File: src/sv/mpvd_pkg.sv
`timescale 1ns / 1ps
// ----------------------------------------------------------------------------
// mpvd_pkg
// Shared types, codes and helpers of the polyphonic voice dispatcher.
// ----------------------------------------------------------------------------
package mpvd_pkg;

  localparam int unsigned MAX_SYNTHS_DEF     = 16;
  localparam int unsigned MAX_NOTES_EACH_DEF = 6;
  localparam int unsigned VOICE_SLOTS_DEF    = 96;

  localparam int unsigned SYN_W  = 4;
  localparam int unsigned CNT_W  = 5;
  localparam int unsigned AGE_W  = 32;
  localparam int unsigned CFG_IW = 3;
  localparam int unsigned CFG_DW = 5;

  localparam logic [31:0] RANDOM_SEED = 32'h9E37_79B9;

  localparam logic [CFG_IW-1:0] REG_ENABLE = 3'd0;
  localparam logic [CFG_IW-1:0] REG_COUNT  = 3'd1;
  localparam logic [CFG_IW-1:0] REG_FIRST  = 3'd2;
  localparam logic [CFG_IW-1:0] REG_NOTES  = 3'd3;
  localparam logic [CFG_IW-1:0] REG_MODE   = 3'd4;

  localparam logic [1:0] MODE_OLDEST  = 2'd0;
  localparam logic [1:0] MODE_DROP    = 2'd1;
  localparam logic [1:0] MODE_QUIET   = 2'd2;
  localparam logic [1:0] MODE_RANDOM  = 2'd3;

  localparam logic [3:0] TYPE_NOTE_OFF = 4'h8;
  localparam logic [3:0] TYPE_NOTE_ON  = 4'h9;
  localparam logic [3:0] TYPE_SYSTEM   = 4'hF;

  typedef struct packed {
    logic             active;
    logic [3:0]       src;
    logic [6:0]       note;
    logic [6:0]       vel;
    logic [SYN_W-1:0] synth;
    logic [AGE_W-1:0] age;
  } voice_t;

  typedef struct packed {
    logic [CNT_W-1:0] count;
    logic [4:0]       first;
    logic [2:0]       notes;
    logic [1:0]       mode;
  } eff_t;

  typedef struct packed {
    logic clr;
    logic shift;
  } cell_ctl_t;

  function automatic logic [31:0] xorshift(input logic [31:0] w);
    logic [31:0] x;
    x = (w == 32'd0) ? RANDOM_SEED : w;
    x = x ^ (x << 13);
    x = x ^ (x >> 17);
    x = x ^ (x << 5);
    return x;
  endfunction

endpackage

File: src/sv/mpvd_cell.sv
`timescale 1ns / 1ps
// ----------------------------------------------------------------------------
// mpvd_cell
// One voice slot of the rotating voice ring.
// ----------------------------------------------------------------------------
module mpvd_cell (
  input  logic                clk_i,
  input  logic                rst_ni,
  input  mpvd_pkg::cell_ctl_t ctl_i,
  input  mpvd_pkg::voice_t    d_i,
  output mpvd_pkg::voice_t    q_o
);

  logic             act_q;
  mpvd_pkg::voice_t data_q;

  always_ff @(posedge clk_i or negedge rst_ni) begin
    if (!rst_ni) begin
      act_q <= 1'b0;
    end else if (ctl_i.clr) begin
      act_q <= 1'b0;
    end else if (ctl_i.shift) begin
      act_q <= d_i.active;
    end
  end

  always_ff @(posedge clk_i) begin
    if (ctl_i.shift) begin
      data_q <= d_i;
    end
  end

  always_comb begin
    q_o        = data_q;
    q_o.active = act_q;
  end

endmodule

File: src/sv/mpvd_mod.sv
`timescale 1ns / 1ps
// ----------------------------------------------------------------------------
// mpvd_mod
// Bit-serial remainder of a 32-bit word by a narrow divisor.
// ----------------------------------------------------------------------------
module mpvd_mod #(
  parameter int unsigned DIV_W = 7
) (
  input  logic             clk_i,
  input  logic             rst_ni,
  input  logic             start_i,
  input  logic [31:0]      dividend_i,
  input  logic [DIV_W-1:0] divisor_i,
  output logic             done_o,
  output logic [DIV_W-1:0] rem_o
);

  logic             busy_q, done_q;
  logic [4:0]       cnt_q;
  logic [31:0]      dvd_q;
  logic [DIV_W-1:0] rem_q;
  logic [DIV_W:0]   trial;

  assign trial = {rem_q, dvd_q[31]};

  always_ff @(posedge clk_i or negedge rst_ni) begin
    if (!rst_ni) begin
      busy_q <= 1'b0;
      done_q <= 1'b0;
      cnt_q  <= '0;
    end else begin
      done_q <= 1'b0;
      if (start_i) begin
        busy_q <= 1'b1;
        cnt_q  <= '0;
      end else if (busy_q) begin
        cnt_q <= cnt_q + 5'd1;
        if (cnt_q == 5'd31) begin
          busy_q <= 1'b0;
          done_q <= 1'b1;
        end
      end
    end
  end

  always_ff @(posedge clk_i) begin
    if (start_i) begin
      dvd_q <= dividend_i;
      rem_q <= '0;
    end else if (busy_q) begin
      dvd_q <= dvd_q << 1;
      if (trial >= {1'b0, divisor_i}) begin
        rem_q <= DIV_W'(trial - {1'b0, divisor_i});
      end else begin
        rem_q <= trial[DIV_W-1:0];
      end
    end
  end

  assign done_o = done_q;
  assign rem_o  = rem_q;

endmodule

File: src/sv/midi_poly_voice_dispatcher.sv
`timescale 1ns / 1ps
// ----------------------------------------------------------------------------
// midi_poly_voice_dispatcher
// Round-robin note dispatch over several synths with voice stealing.
//
//   channel | direction | handshake             | payload
//   in      | input     | in_valid_i/in_ready_o | status_byte, data_one, data_two
//   out     | output    | out_valid_o/out_ready_i | out_status .. last_of_run
//   cfg     | input     | cfg_we_i              | cfg_idx_i, cfg_data_i
//
// The voice table is a ring of VOICE_SLOTS cells rotating one slot per cycle
// past a single compare and write head, while a scan or write pass runs.
// Note-on: a synth search, then, unless the note is dropped, a scan pass and
// a write pass. Note-off: a scan pass and a write pass. Random steal: three
// passes with a remainder step between the first two. Other voice messages:
// one cycle per synth after the accepting cycle, while the output is free.
// Reset needs no clearing pass; a stalled output holds the block in its last step.
// ----------------------------------------------------------------------------
module midi_poly_voice_dispatcher #(
  parameter int unsigned MAX_SYNTHS     = mpvd_pkg::MAX_SYNTHS_DEF,
  parameter int unsigned MAX_NOTES_EACH = mpvd_pkg::MAX_NOTES_EACH_DEF,
  parameter int unsigned VOICE_SLOTS    = mpvd_pkg::VOICE_SLOTS_DEF
) (
  input  logic                        clk_i,
  input  logic                        rst_ni,
  input  logic                        cfg_we_i,
  input  logic [mpvd_pkg::CFG_IW-1:0] cfg_idx_i,
  input  logic [mpvd_pkg::CFG_DW-1:0] cfg_data_i,
  input  logic                        in_valid_i,
  output logic                        in_ready_o,
  input  logic [7:0]                  status_byte_i,
  input  logic [6:0]                  data_one_i,
  input  logic [6:0]                  data_two_i,
  output logic                        out_valid_o,
  input  logic                        out_ready_i,
  output logic [7:0]                  out_status_o,
  output logic [6:0]                  out_data_one_o,
  output logic [6:0]                  out_data_two_o,
  output logic                        has_message_o,
  output logic                        handled_o,
  output logic                        last_of_run_o
);

  localparam int unsigned IW = (VOICE_SLOTS > 1) ? $clog2(VOICE_SLOTS) : 1;
  localparam int unsigned CW = $clog2(VOICE_SLOTS + 1);
  localparam int unsigned SW = (MAX_SYNTHS > 1) ? $clog2(MAX_SYNTHS) : 1;
  localparam int unsigned NW = $clog2(MAX_NOTES_EACH + 1);
  localparam int unsigned YW = mpvd_pkg::SYN_W;
  localparam int unsigned KW = mpvd_pkg::CNT_W;

  localparam logic [3:0] S_IDLE   = 4'd0;
  localparam logic [3:0] S_RR     = 4'd1;
  localparam logic [3:0] S_SCAN   = 4'd2;
  localparam logic [3:0] S_DECIDE = 4'd3;
  localparam logic [3:0] S_DIV    = 4'd4;
  localparam logic [3:0] S_WRITE  = 4'd5;
  localparam logic [3:0] S_EMIT_A = 4'd6;
  localparam logic [3:0] S_EMIT_B = 4'd7;
  localparam logic [3:0] S_NOMSG  = 4'd8;
  localparam logic [3:0] S_BCAST  = 4'd9;

  localparam logic [2:0] OP_OFF  = 3'd0;
  localparam logic [2:0] OP_FREE = 3'd1;
  localparam logic [2:0] OP_VICT = 3'd2;
  localparam logic [2:0] OP_CNT  = 3'd3;
  localparam logic [2:0] OP_KTH  = 3'd4;

  function automatic mpvd_pkg::eff_t eff_calc(input logic [4:0] c, input logic [4:0] f,
                                              input logic [2:0] n, input logic [1:0] m);
    logic [4:0]     cc, ff;
    logic [2:0]     nn;
    mpvd_pkg::eff_t e;
    cc = (c == 5'd0) ? 5'd1 : ((32'(c) > MAX_SYNTHS) ? 5'(MAX_SYNTHS) : c);
    ff = (f == 5'd0) ? 5'd1 : ((f > 5'd16) ? 5'd16 : f);
    if (({1'b0, ff} + {1'b0, cc}) > 6'd17) begin
      ff = 5'(6'd17 - {1'b0, cc});
    end
    nn = (n == 3'd0) ? 3'd1 : ((32'(n) > MAX_NOTES_EACH) ? 3'(MAX_NOTES_EACH) : n);
    e.count = cc;
    e.first = ff;
    e.notes = nn;
    e.mode  = m;
    return e;
  endfunction

  function automatic logic [YW-1:0] wrap_next(input logic [YW-1:0] s, input logic [KW-1:0] c);
    logic [KW-1:0] t;
    t = KW'({1'b0, s}) + KW'(1);
    return (t == c) ? '0 : YW'(t);
  endfunction

  // configuration
  logic           en_q;
  logic [4:0]     rcount_q, rfirst_q;
  logic [2:0]     rnotes_q;
  logic [1:0]     rmode_q;
  logic [4:0]     ccount, cfirst;
  logic [2:0]     cnotes;
  logic [1:0]     cmode;
  mpvd_pkg::eff_t eff, cand;
  logic           cfg_hit, cfg_clr;

  assign eff = eff_calc(rcount_q, rfirst_q, rnotes_q, rmode_q);

  always_comb begin
    ccount  = rcount_q;
    cfirst  = rfirst_q;
    cnotes  = rnotes_q;
    cmode   = rmode_q;
    cfg_hit = 1'b0;
    case (cfg_idx_i)
      mpvd_pkg::REG_COUNT: begin
        ccount  = cfg_data_i;
        cfg_hit = cfg_we_i;
      end
      mpvd_pkg::REG_FIRST: begin
        cfirst  = cfg_data_i;
        cfg_hit = cfg_we_i;
      end
      mpvd_pkg::REG_NOTES: begin
        cnotes  = cfg_data_i[2:0];
        cfg_hit = cfg_we_i;
      end
      mpvd_pkg::REG_MODE: begin
        cmode   = cfg_data_i[1:0];
        cfg_hit = cfg_we_i;
      end
      default: cfg_hit = 1'b0;
    endcase
  end

  assign cand    = eff_calc(ccount, cfirst, cnotes, cmode);
  assign cfg_clr = cfg_hit && (cand != eff);

  always_ff @(posedge clk_i or negedge rst_ni) begin
    if (!rst_ni) begin
      en_q     <= 1'b0;
      rcount_q <= 5'd1;
      rfirst_q <= 5'd1;
      rnotes_q <= 3'd1;
      rmode_q  <= mpvd_pkg::MODE_OLDEST;
    end else begin
      if (cfg_we_i && (cfg_idx_i == mpvd_pkg::REG_ENABLE)) begin
        en_q <= cfg_data_i[0];
      end
      if (cfg_hit) begin
        rcount_q <= ccount;
        rfirst_q <= cfirst;
        rnotes_q <= cnotes;
        rmode_q  <= cmode;
      end
    end
  end

  // voice ring
  mpvd_pkg::voice_t    row_q   [VOICE_SLOTS];
  mpvd_pkg::voice_t    cell_in [VOICE_SLOTS];
  mpvd_pkg::voice_t    head, tail, new_v;
  mpvd_pkg::cell_ctl_t cell_ctl;

  // control
  logic [3:0]      st_q, st_d;
  logic [2:0]      op_q, op_d;
  logic [7:0]      in_status_q;
  logic [6:0]      in_d1_q, in_d2_q;
  logic            hdl_q, hdl_d;
  logic [YW-1:0]   tgt_q, tgt_d, ptr_q, ptr_d, rr_s_q, rr_s_d, msg_syn_q, msg_syn_d;
  logic [YW-1:0]   bc_q, bc_d;
  logic [KW-1:0]   rr_i_q, rr_i_d;
  logic [IW-1:0]   pos_q, pos_d, ff_idx_q, ff_idx_d, sel_idx_q, sel_idx_d;
  logic [IW-1:0]   clr_idx_q, clr_idx_d, ins_idx_q, ins_idx_d;
  logic            ff_found_q, ff_found_d, sel_found_q, sel_found_d;
  logic            clr_en_q, clr_en_d, ins_en_q, ins_en_d, steal_q, steal_d;
  logic [CW-1:0]   act_q, act_d, k_q, k_d;
  logic [31:0]     sel_age_q, sel_age_d, age_q, age_d, rnd_q, rnd_d;
  logic [6:0]      sel_vel_q, sel_vel_d, sel_note_q, sel_note_d;
  logic [YW-1:0]   sel_syn_q, sel_syn_d;
  logic [NW-1:0]   notes_q [MAX_SYNTHS];
  logic            n_inc, n_dec;
  logic [YW-1:0]   n_idx;
  logic            div_start, div_done;
  logic [CW-1:0]   div_rem;
  logic            pick, scan_last, in_acc;

  // output register
  logic       out_valid_q, out_free, emit;
  logic [7:0] out_status_q, o_status;
  logic [6:0] out_d1_q, out_d2_q, o_d1, o_d2;
  logic       out_msg_q, out_hdl_q, out_last_q, o_msg, o_last;

  function automatic logic [7:0] on_synth(input logic [7:0] st, input logic [4:0] first,
                                          input logic [YW-1:0] syn);
    logic [4:0] ch;
    ch = first + 5'({1'b0, syn}) - 5'd1;
    return {st[7:4], ch[3:0]};
  endfunction

  assign head      = row_q[0];
  assign scan_last = (pos_q == IW'(VOICE_SLOTS - 1));
  assign in_ready_o = (st_q == S_IDLE);
  assign in_acc    = in_valid_i && in_ready_o;
  assign out_free  = !out_valid_q || out_ready_i;

  always_comb begin
    new_v        = '0;
    new_v.active = 1'b1;
    new_v.src    = in_status_q[3:0];
    new_v.note   = in_d1_q;
    new_v.vel    = in_d2_q;
    new_v.synth  = tgt_q;
    new_v.age    = age_q;
    tail         = head;
    if (st_q == S_WRITE) begin
      if (ins_en_q && (pos_q == ins_idx_q)) begin
        tail = new_v;
      end else if (clr_en_q && (pos_q == clr_idx_q)) begin
        tail.active = 1'b0;
      end
    end
  end

  assign cell_ctl.clr   = cfg_clr;
  assign cell_ctl.shift = (st_q == S_SCAN) || (st_q == S_WRITE);

  for (genvar g = 0; g < VOICE_SLOTS; g++) begin : g_cell
    if (g == VOICE_SLOTS - 1) begin : g_tail
      assign cell_in[g] = tail;
    end else begin : g_link
      assign cell_in[g] = row_q[g+1];
    end
    mpvd_cell u_cell (
      .clk_i  (clk_i),
      .rst_ni (rst_ni),
      .ctl_i  (cell_ctl),
      .d_i    (cell_in[g]),
      .q_o    (row_q[g])
    );
  end

  mpvd_mod #(.DIV_W(CW)) u_mod (
    .clk_i      (clk_i),
    .rst_ni     (rst_ni),
    .start_i    (div_start),
    .dividend_i (rnd_q),
    .divisor_i  (act_q),
    .done_o     (div_done),
    .rem_o      (div_rem)
  );

  always_comb begin
    pick = 1'b0;
    case (op_q)
      OP_OFF: pick = head.active && (head.src == in_status_q[3:0]) && (head.note == in_d1_q)
                     && (!sel_found_q || (head.age > sel_age_q));
      OP_VICT: begin
        if (eff.mode == mpvd_pkg::MODE_QUIET) begin
          pick = head.active && (!sel_found_q || (head.vel < sel_vel_q)
                 || ((head.vel == sel_vel_q) && (head.age < sel_age_q)));
        end else begin
          pick = head.active && (!sel_found_q || (head.age < sel_age_q));
        end
      end
      OP_KTH:  pick = head.active && !sel_found_q && (act_q == k_q);
      default: pick = 1'b0;
    endcase
  end

  always_comb begin
    st_d        = st_q;
    op_d        = op_q;
    hdl_d       = hdl_q;
    tgt_d       = tgt_q;
    ptr_d       = ptr_q;
    rr_s_d      = rr_s_q;
    rr_i_d      = rr_i_q;
    msg_syn_d   = msg_syn_q;
    bc_d        = bc_q;
    pos_d       = pos_q;
    ff_found_d  = ff_found_q;
    ff_idx_d    = ff_idx_q;
    sel_found_d = sel_found_q;
    sel_idx_d   = sel_idx_q;
    sel_age_d   = sel_age_q;
    sel_vel_d   = sel_vel_q;
    sel_note_d  = sel_note_q;
    sel_syn_d   = sel_syn_q;
    act_d       = act_q;
    k_d         = k_q;
    clr_en_d    = clr_en_q;
    clr_idx_d   = clr_idx_q;
    ins_en_d    = ins_en_q;
    ins_idx_d   = ins_idx_q;
    steal_d     = steal_q;
    age_d       = age_q;
    rnd_d       = rnd_q;
    n_inc       = 1'b0;
    n_dec       = 1'b0;
    n_idx       = sel_syn_q;
    div_start   = 1'b0;
    emit        = 1'b0;
    o_status    = '0;
    o_d1        = '0;
    o_d2        = '0;
    o_msg       = 1'b1;
    o_last      = 1'b1;

    case (st_q)
      S_IDLE: begin
        if (in_acc) begin
          hdl_d = 1'b1;
          if (!en_q || !status_byte_i[7] || (status_byte_i[7:4] == mpvd_pkg::TYPE_SYSTEM)) begin
            hdl_d = 1'b0;
            st_d  = S_NOMSG;
          end else if ((status_byte_i[7:4] == mpvd_pkg::TYPE_NOTE_ON) && (data_two_i != 7'd0)) begin
            rr_i_d = '0;
            rr_s_d = ptr_q;
            st_d   = S_RR;
          end else if ((status_byte_i[7:4] == mpvd_pkg::TYPE_NOTE_OFF)
                       || (status_byte_i[7:4] == mpvd_pkg::TYPE_NOTE_ON)) begin
            op_d        = OP_OFF;
            pos_d       = '0;
            ff_found_d  = 1'b0;
            sel_found_d = 1'b0;
            act_d       = '0;
            st_d        = S_SCAN;
          end else begin
            bc_d = '0;
            st_d = S_BCAST;
          end
        end
      end

      S_RR: begin
        if (KW'(notes_q[rr_s_q[SW-1:0]]) < KW'(eff.notes)) begin
          tgt_d       = rr_s_q;
          ptr_d       = wrap_next(rr_s_q, eff.count);
          op_d        = OP_FREE;
          pos_d       = '0;
          ff_found_d  = 1'b0;
          sel_found_d = 1'b0;
          act_d       = '0;
          st_d        = S_SCAN;
        end else if ((rr_i_q + KW'(1)) == eff.count) begin
          pos_d       = '0;
          ff_found_d  = 1'b0;
          sel_found_d = 1'b0;
          act_d       = '0;
          if (eff.mode == mpvd_pkg::MODE_DROP) begin
            st_d = S_NOMSG;
          end else if (eff.mode == mpvd_pkg::MODE_RANDOM) begin
            rnd_d = mpvd_pkg::xorshift(rnd_q);
            op_d  = OP_CNT;
            st_d  = S_SCAN;
          end else begin
            op_d = OP_VICT;
            st_d = S_SCAN;
          end
        end else begin
          rr_i_d = rr_i_q + KW'(1);
          rr_s_d = wrap_next(rr_s_q, eff.count);
        end
      end

      S_SCAN: begin
        if (!head.active && !ff_found_q) begin
          ff_found_d = 1'b1;
          ff_idx_d   = pos_q;
        end
        if (head.active) begin
          act_d = act_q + CW'(1);
        end
        if (pick) begin
          sel_found_d = 1'b1;
          sel_idx_d   = pos_q;
          sel_age_d   = head.age;
          sel_vel_d   = head.vel;
          sel_note_d  = head.note;
          sel_syn_d   = head.synth;
        end
        pos_d = pos_q + IW'(1);
        if (scan_last) begin
          pos_d = '0;
          st_d  = S_DECIDE;
        end
      end

      S_DECIDE: begin
        clr_en_d  = 1'b0;
        ins_en_d  = 1'b0;
        steal_d   = 1'b0;
        pos_d     = '0;
        case (op_q)
          OP_OFF: begin
            if (!sel_found_q) begin
              st_d = S_NOMSG;
            end else begin
              clr_en_d  = 1'b1;
              clr_idx_d = sel_idx_q;
              msg_syn_d = sel_syn_q;
              n_dec     = 1'b1;
              st_d      = S_WRITE;
            end
          end
          OP_FREE: begin
            if (!ff_found_q) begin
              st_d = S_NOMSG;
            end else begin
              ins_en_d  = 1'b1;
              ins_idx_d = ff_idx_q;
              msg_syn_d = tgt_q;
              n_inc     = 1'b1;
              n_idx     = tgt_q;
              age_d     = age_q + 32'd1;
              st_d      = S_WRITE;
            end
          end
          OP_CNT: begin
            div_start = 1'b1;
            st_d      = S_DIV;
          end
          default: begin
            if ((eff.mode == mpvd_pkg::MODE_QUIET) && !(in_d2_q > sel_vel_q)) begin
              st_d = S_NOMSG;
            end else begin
              clr_en_d  = 1'b1;
              clr_idx_d = sel_idx_q;
              ins_en_d  = 1'b1;
              ins_idx_d = (ff_found_q && (ff_idx_q < sel_idx_q)) ? ff_idx_q : sel_idx_q;
              tgt_d     = sel_syn_q;
              msg_syn_d = sel_syn_q;
              ptr_d     = wrap_next(sel_syn_q, eff.count);
              age_d     = age_q + 32'd1;
              steal_d   = 1'b1;
              st_d      = S_WRITE;
            end
          end
        endcase
      end

      S_DIV: begin
        if (div_done) begin
          k_d         = div_rem;
          op_d        = OP_KTH;
          pos_d       = '0;
          ff_found_d  = 1'b0;
          sel_found_d = 1'b0;
          act_d       = '0;
          st_d        = S_SCAN;
        end
      end

      S_WRITE: begin
        pos_d = pos_q + IW'(1);
        if (scan_last) begin
          pos_d = '0;
          st_d  = S_EMIT_A;
        end
      end

      S_EMIT_A: begin
        if (out_free) begin
          emit = 1'b1;
          if (steal_q) begin
            o_status = on_synth({mpvd_pkg::TYPE_NOTE_OFF, 4'h0}, eff.first, sel_syn_q);
            o_d1     = sel_note_q;
            o_last   = 1'b0;
            st_d     = S_EMIT_B;
          end else begin
            o_status = on_synth(in_status_q, eff.first, msg_syn_q);
            o_d1     = in_d1_q;
            o_d2     = in_d2_q;
            st_d     = S_IDLE;
          end
        end
      end

      S_EMIT_B: begin
        if (out_free) begin
          emit     = 1'b1;
          o_status = on_synth(in_status_q, eff.first, msg_syn_q);
          o_d1     = in_d1_q;
          o_d2     = in_d2_q;
          st_d     = S_IDLE;
        end
      end

      S_NOMSG: begin
        if (out_free) begin
          emit  = 1'b1;
          o_msg = 1'b0;
          st_d  = S_IDLE;
        end
      end

      S_BCAST: begin
        if (out_free) begin
          emit     = 1'b1;
          o_status = on_synth(in_status_q, eff.first, bc_q);
          o_d1     = in_d1_q;
          o_d2     = in_d2_q;
          o_last   = ((KW'({1'b0, bc_q}) + KW'(1)) == eff.count);
          bc_d     = bc_q + YW'(1);
          if (o_last) begin
            st_d = S_IDLE;
          end
        end
      end

      default: st_d = S_IDLE;
    endcase

    if (cfg_clr) begin
      ptr_d = '0;
      age_d = '0;
      rnd_d = mpvd_pkg::RANDOM_SEED;
    end
  end

  always_ff @(posedge clk_i or negedge rst_ni) begin
    if (!rst_ni) begin
      st_q        <= S_IDLE;
      op_q        <= OP_OFF;
      hdl_q       <= 1'b0;
      ptr_q       <= '0;
      age_q       <= '0;
      rnd_q       <= mpvd_pkg::RANDOM_SEED;
      pos_q       <= '0;
      ff_found_q  <= 1'b0;
      sel_found_q <= 1'b0;
      clr_en_q    <= 1'b0;
      ins_en_q    <= 1'b0;
      steal_q     <= 1'b0;
      act_q       <= '0;
      rr_i_q      <= '0;
      bc_q        <= '0;
      out_valid_q <= 1'b0;
    end else begin
      st_q        <= st_d;
      op_q        <= op_d;
      hdl_q       <= hdl_d;
      ptr_q       <= ptr_d;
      age_q       <= age_d;
      rnd_q       <= rnd_d;
      pos_q       <= pos_d;
      ff_found_q  <= ff_found_d;
      sel_found_q <= sel_found_d;
      clr_en_q    <= clr_en_d;
      ins_en_q    <= ins_en_d;
      steal_q     <= steal_d;
      act_q       <= act_d;
      rr_i_q      <= rr_i_d;
      bc_q        <= bc_d;
      if (emit) begin
        out_valid_q <= 1'b1;
      end else if (out_ready_i) begin
        out_valid_q <= 1'b0;
      end
    end
  end

  always_ff @(posedge clk_i) begin
    if (in_acc) begin
      in_status_q <= status_byte_i;
      in_d1_q     <= data_one_i;
      in_d2_q     <= data_two_i;
    end
    tgt_q      <= tgt_d;
    rr_s_q     <= rr_s_d;
    msg_syn_q  <= msg_syn_d;
    ff_idx_q   <= ff_idx_d;
    sel_idx_q  <= sel_idx_d;
    sel_age_q  <= sel_age_d;
    sel_vel_q  <= sel_vel_d;
    sel_note_q <= sel_note_d;
    sel_syn_q  <= sel_syn_d;
    clr_idx_q  <= clr_idx_d;
    ins_idx_q  <= ins_idx_d;
    k_q        <= k_d;
    if (emit) begin
      out_status_q <= o_status;
      out_d1_q     <= o_d1;
      out_d2_q     <= o_d2;
      out_msg_q    <= o_msg;
      out_hdl_q    <= hdl_q;
      out_last_q   <= o_last;
    end
  end

  always_ff @(posedge clk_i or negedge rst_ni) begin
    if (!rst_ni) begin
      for (int i = 0; i < MAX_SYNTHS; i++) begin
        notes_q[i] <= '0;
      end
    end else if (cfg_clr) begin
      for (int i = 0; i < MAX_SYNTHS; i++) begin
        notes_q[i] <= '0;
      end
    end else if (n_inc) begin
      notes_q[n_idx[SW-1:0]] <= notes_q[n_idx[SW-1:0]] + NW'(1);
    end else if (n_dec && (notes_q[n_idx[SW-1:0]] != '0)) begin
      notes_q[n_idx[SW-1:0]] <= notes_q[n_idx[SW-1:0]] - NW'(1);
    end
  end

  assign out_valid_o    = out_valid_q;
  assign out_status_o   = out_status_q;
  assign out_data_one_o = out_d1_q;
  assign out_data_two_o = out_d2_q;
  assign has_message_o  = out_msg_q;
  assign handled_o      = out_hdl_q;
  assign last_of_run_o  = out_last_q;

  a_one_item: assert property (@(posedge clk_i) disable iff (!rst_ni)
    in_acc |=> !in_ready_o)
    else $error("input taken while an item is in flight");

  a_div_state: assert property (@(posedge clk_i) disable iff (!rst_ni)
    div_done |-> (st_q == S_DIV))
    else $error("remainder finished outside its wait state");

  a_pos_range: assert property (@(posedge clk_i) disable iff (!rst_ni)
    ((st_q == S_SCAN) || (st_q == S_WRITE)) |-> (pos_q <= IW'(VOICE_SLOTS - 1)))
    else $error("ring position out of range");

  a_emit_free: assert property (@(posedge clk_i) disable iff (!rst_ni)
    emit |-> out_free)
    else $error("output register overwritten");

endmodule
File: config.mk
export PLATFORM = sky130hd
export DESIGN_NAME = midi_poly_voice_dispatcher
export DESIGN_NICKNAME = d
export VERILOG_FILES = /design/src/sv/mpvd_pkg.sv /design/src/sv/mpvd_cell.sv /design/src/sv/mpvd_mod.sv /design/src/sv/midi_poly_voice_dispatcher.sv
export SDC_FILE = /design/constraint.sdc
export NUM_CORES = 2
export LEC_CHECK = 0
export BUFFER_PORTS_ARGS = -buffer_cell sky130_fd_sc_hd__buf_2
export CAP_MARGIN = 40
export CELL_PAD_IN_SITES_DETAIL_PLACEMENT = 0
export CELL_PAD_IN_SITES_GLOBAL_PLACEMENT = 1
export CORE_ASPECT_RATIO = 2
export CORE_MARGIN = 3
export CORE_UTILIZATION = 40
export DETAILED_ROUTE_END_ITERATION = 10
export PLACE_DENSITY_LB_ADDON = 0.3
export SYNTH_ARGS = -nofsm -noshare
export SYNTH_HDL_FRONTEND = slang
export SYNTH_HIERARCHICAL = 1
export SYNTH_SLANG_ARGS = --single-unit
export TNS_END_PERCENT = 20
File: constraint.sdc
create_clock -name clk_i -period 126.3 [get_ports clk_i]
set_input_delay 25.26 -clock clk_i [delete_from_list [all_inputs] [get_ports clk_i]]
set_output_delay 25.26 -clock clk_i [all_outputs]
set_load 0.1 [all_outputs]
==> run_results.csv <==
group,metric,value,unit
floorplan,initial_core_util,40.2,%
clock_network,post_cts_resized,0,
clock_network,cts-root-buf,"clkbuf_16",
yosys,synth_top_family_by_area,"simple AND/OR/NAND/NOR gates",
timing,hold_violations,0,
yosys,syn_avg_cell_area,23.9,um^2
yosys,synth_fa_ha_area_share,0.731,%
timing,rsz0062_at_grt,"false",
timing,period_needed,30.54,ns
critical_path,startpoint_type,"input port",
yosys,synth-edff-count,5360,
clock_network,cts-htree-levels,5,
hold_path,hp-class,"reg2reg",
run,maxCapViolCount,0,
critical_path,path_cells,"buf_2 -> nor3b_1 -> buf_4 -> mux2_2 -> nor3_1 -> ha_1 -> inv_1 -> fa_1 -> maj3_1 -> a31oi_1 -> xnor2_1 -> a221oi_1 -> o41ai_1 -> o211a_1 -> a31oi_4 -> buf_12 -> nand2b_1",
finish,nFillCells,37100,
timing,fin_crit_sh,24.2,%
yosys,synth_simple_gate_area_share,1.94,%
timing,maxSlewViolCount,0,
global_routing,antenna_found_initial,19,
finish,final_core_util,45.4,%
yosys,syn_inst,7618,
finish,drive_above_1_share,13.1,%
clock_network,path_clk_slew,0.07,ns
drt,via_per_inst,4.62,
finish,final_nets,8219,
drt,drtPass1Iterations,5,
finish,syn_to_final_growth,13.0,%
critical_path,reg2reg_setup_slack,119.35,ns
yosys,ys_seq_area_share,92.4,%
yosys,yosys_warnings,6,
outcome,status,"complete, no violations",
yosys,yosys_register_bits,5639,
global_routing,grt_pass1_wl,440,mm
timing,whs,0.326,ns
critical_path,cp_slowest_stage_delay,0.66,ns
drt,antenna_left,0,
drt,routed_wl,284,mm
global_routing,grt_max_degree,206,
yosys,synth_ff_type,"edfxtp_1",
global_routing,overflow,0,
finish,final_cell_mix,"edfxtp_1 (5360), clkbuf_16 (464), nor2_1 (305)",
placed_design,routabilityCongestion,0.795,
timing,max_slew_margin,17.8,%
finish,mostFrequentLayoutCell,"edfxtp_1",
yosys,synthXorXnorAreaFrac,0.988,%
floorplan,fp.coreArea,452000,um^2
clock_network,cts_buffers,457,
placed_design,place_hpwl,158,mm
power,p_leak,56.4,nW
placed_design,port_buffers,61,
floorplan,fp.dieH,959,um
clock_network,clock-sinks,5639,
critical_path,worstSetupPathType,"in2reg",
clock_network,cts_tree,"built",
yosys,yosys.cell_types.count,92,
timing,clock_skew,0.0947,ns
clock_network,clockBufferDepth,4,
critical_path,worstPathArrival,31.38,ns
yosys,async_reset_ff_share,4.82,%
critical_path,worstPathMaxFanout,195,
yosys,syn_nets,7754,
power,p_per_area,22.6,nW/um^2
drt,post-route-drc-count,0,
timing,setup_tns,0,ns
floorplan,row_count,349,
clock_network,postCtsHoldBufs,0,
yosys,syn_area,182000,um^2
critical_path,cpMaxStageDelayCell,"a31oi_4",
yosys,synth-compound-area-share,1.20,%
global_routing,grt_pass1_vias,69800,
drt,routedWlPerCell,19.6,um
timing,worst_pin_slew,1.23,ns
drt,drt-initial-drc-count,5260,
timing,fmax,32.7,MHz
critical_path,cp-end-kind,"register",
drt,routed-via-count,66800,
floorplan,die_area,463000,um^2
timing,setup_viol,0,
power,peakVddDrop,0.0208,mV
floorplan,num_io_pins,62,
critical_path,crit_required,127.14,ns
global_routing,track_usage,12.2,%
floorplan,dieWidth,483,um
clock_network,clk_latency,0.99,ns
yosys,synthMuxAreaShare,1.82,%
clock_network,post_cts_buffers,0,
cell usage after synthesis, types with 11 or more instances:
| master | number | area, um^2 |
|---|---|---|
| mux4_2 | 21 | 473 |
| nor4_1 | 26 | 163 |
| nand2b_1 | 42 | 263 |
| o31ai_1 | 11 | 82.6 |
| nor3b_1 | 16 | 120 |
| mux2_2 | 113 | 1270 |
| buf_2 | 15 | 75.1 |
| o21a_1 | 11 | 82.6 |
| a22oi_1 | 12 | 90.1 |
| dfrtp_1 | 249 | 6230 |
| nor2_1 | 306 | 1150 |
| dfstp_2 | 23 | 604 |
| nand4_1 | 24 | 150 |
| a21o_1 | 16 | 120 |
| buf_4 | 100 | 751 |
| ha_1 | 95 | 1190 |
| a21oi_1 | 60 | 300 |
| nor3_1 | 32 | 160 |
| inv_1 | 118 | 443 |
| o22ai_1 | 18 | 113 |
| nand2_1 | 139 | 522 |
| a31oi_1 | 23 | 144 |
| xnor2_1 | 119 | 1040 |
| mux2i_1 | 153 | 1530 |
| and3_1 | 32 | 200 |
| nand3_1 | 49 | 245 |
| o21ai_0 | 59 | 295 |
| or3_1 | 13 | 81.3 |
| edfxtp_1 | 5360 | 161000 |
| clkbuf_1 | 71 | 267 |
| a211oi_1 | 12 | 90.1 |
| xor2_1 | 86 | 753 |
| nor2b_1 | 29 | 181 |
registers in the layout, summed over array words and instances, names as in the netlist, 8 cells and up:
signal / flops
age_q: 32
g_cell.u_cell/act_q: 96
g_cell.u_cell/q_o: 5184
in_status_q: 8
notes_q: 48
out_status_o: 8
rnd_q: 32
sel_age_q: 32
u_mod/dvd_q: 32
cell type report:
cell class / count / area [um^2] / share of cell area, %
Inverter: 120 / 458 / 0.223
Timing Repair Buffer: 206 / 2260 / 1.10
Tap cell: 5967 / 7470 / 3.64
Sequential cell: 5639 / 168000 / 81.8
Multi-Input combinational cell: 1659 / 12200 / 5.95
Clock inverter: 325 / 3070 / 1.49
Clock buffer: 529 / 11900 / 5.79
Antenna cell: 9 / 22.5 / 0.0110
worst paths after layout:
check | startpoint | end | depth (start not counted)
max | cfg_idx_i[2] | rnd_q[20] | 17
min | g_cell[82].u_cell/q_o[50] | g_cell[81].u_cell/q_o[50] | 0
max reg2reg | st_q[2] | g_cell[37].u_cell/q_o[22] | 12
min reg2reg | g_cell[82].u_cell/q_o[50] | g_cell[81].u_cell/q_o[50] | 0
max in group asynchronous | rst_ni | rcount_q[0] | 5
min in group asynchronous | rst_ni | age_q[24] | 1
cell families after synthesis:
family                   Yosys count
flip-flops                      5639
buffers and inverters            320
AO/OA/AOI/OAI                    315
multiplexers                     289
XOR/XNOR                         205
AND/OR/NAND/NOR                  747
adder cells (fa/ha/maj)          103
power by group:
group / switching (W) / internal [W] / total, W
clock network: 0.000653 / 0.000775 / 0.00143
registers: 0.0000843 / 0.00254 / 0.00262
logic: 0.000474 / 0.000118 / 0.000592
metrics by stage:
stage | cells | instance area, um^2 | worst slack, ns | total power, W
CTS | 14400 | 205000 | 95.63 | 0.00474
global route | 14400 | 205000 | 95.33 | 0.00487
finish | 14500 | 205000 | 95.76 | 0.00464
floorplan | 7618 | 182000 | 16.94 | 0.00710
detailed placement | 13600 | 190000 | 94.57 | 0.00328
global placement | 13500 | 189000 | 94.52 | 0.00324
layer usage:
metal | vias to the layer above | track usage, % | part of all wire, %
li1 | 30700 | - | -
met1 | 34700 | 16.7 | 43
met2 | 863 | 19.9 | 49
met3 | 529 | 2.07 | 3.7
met4 | 4 | 4.30 | 3.3
met5 | - | 0 | 0.0092
critical path, delay by kind of cell:
family                     cells  cell delay (ns)
AOI/OAI and AO/OA              5             1.88
adders and majority gates      3             1.12
and+or+nand+nor                3             1.08
buffers and inverters          4             1.07
muxes                          1             0.44
xor gates and xnor gates       1             0.18
No activity file was read; power rests on OpenSTA's default activity.
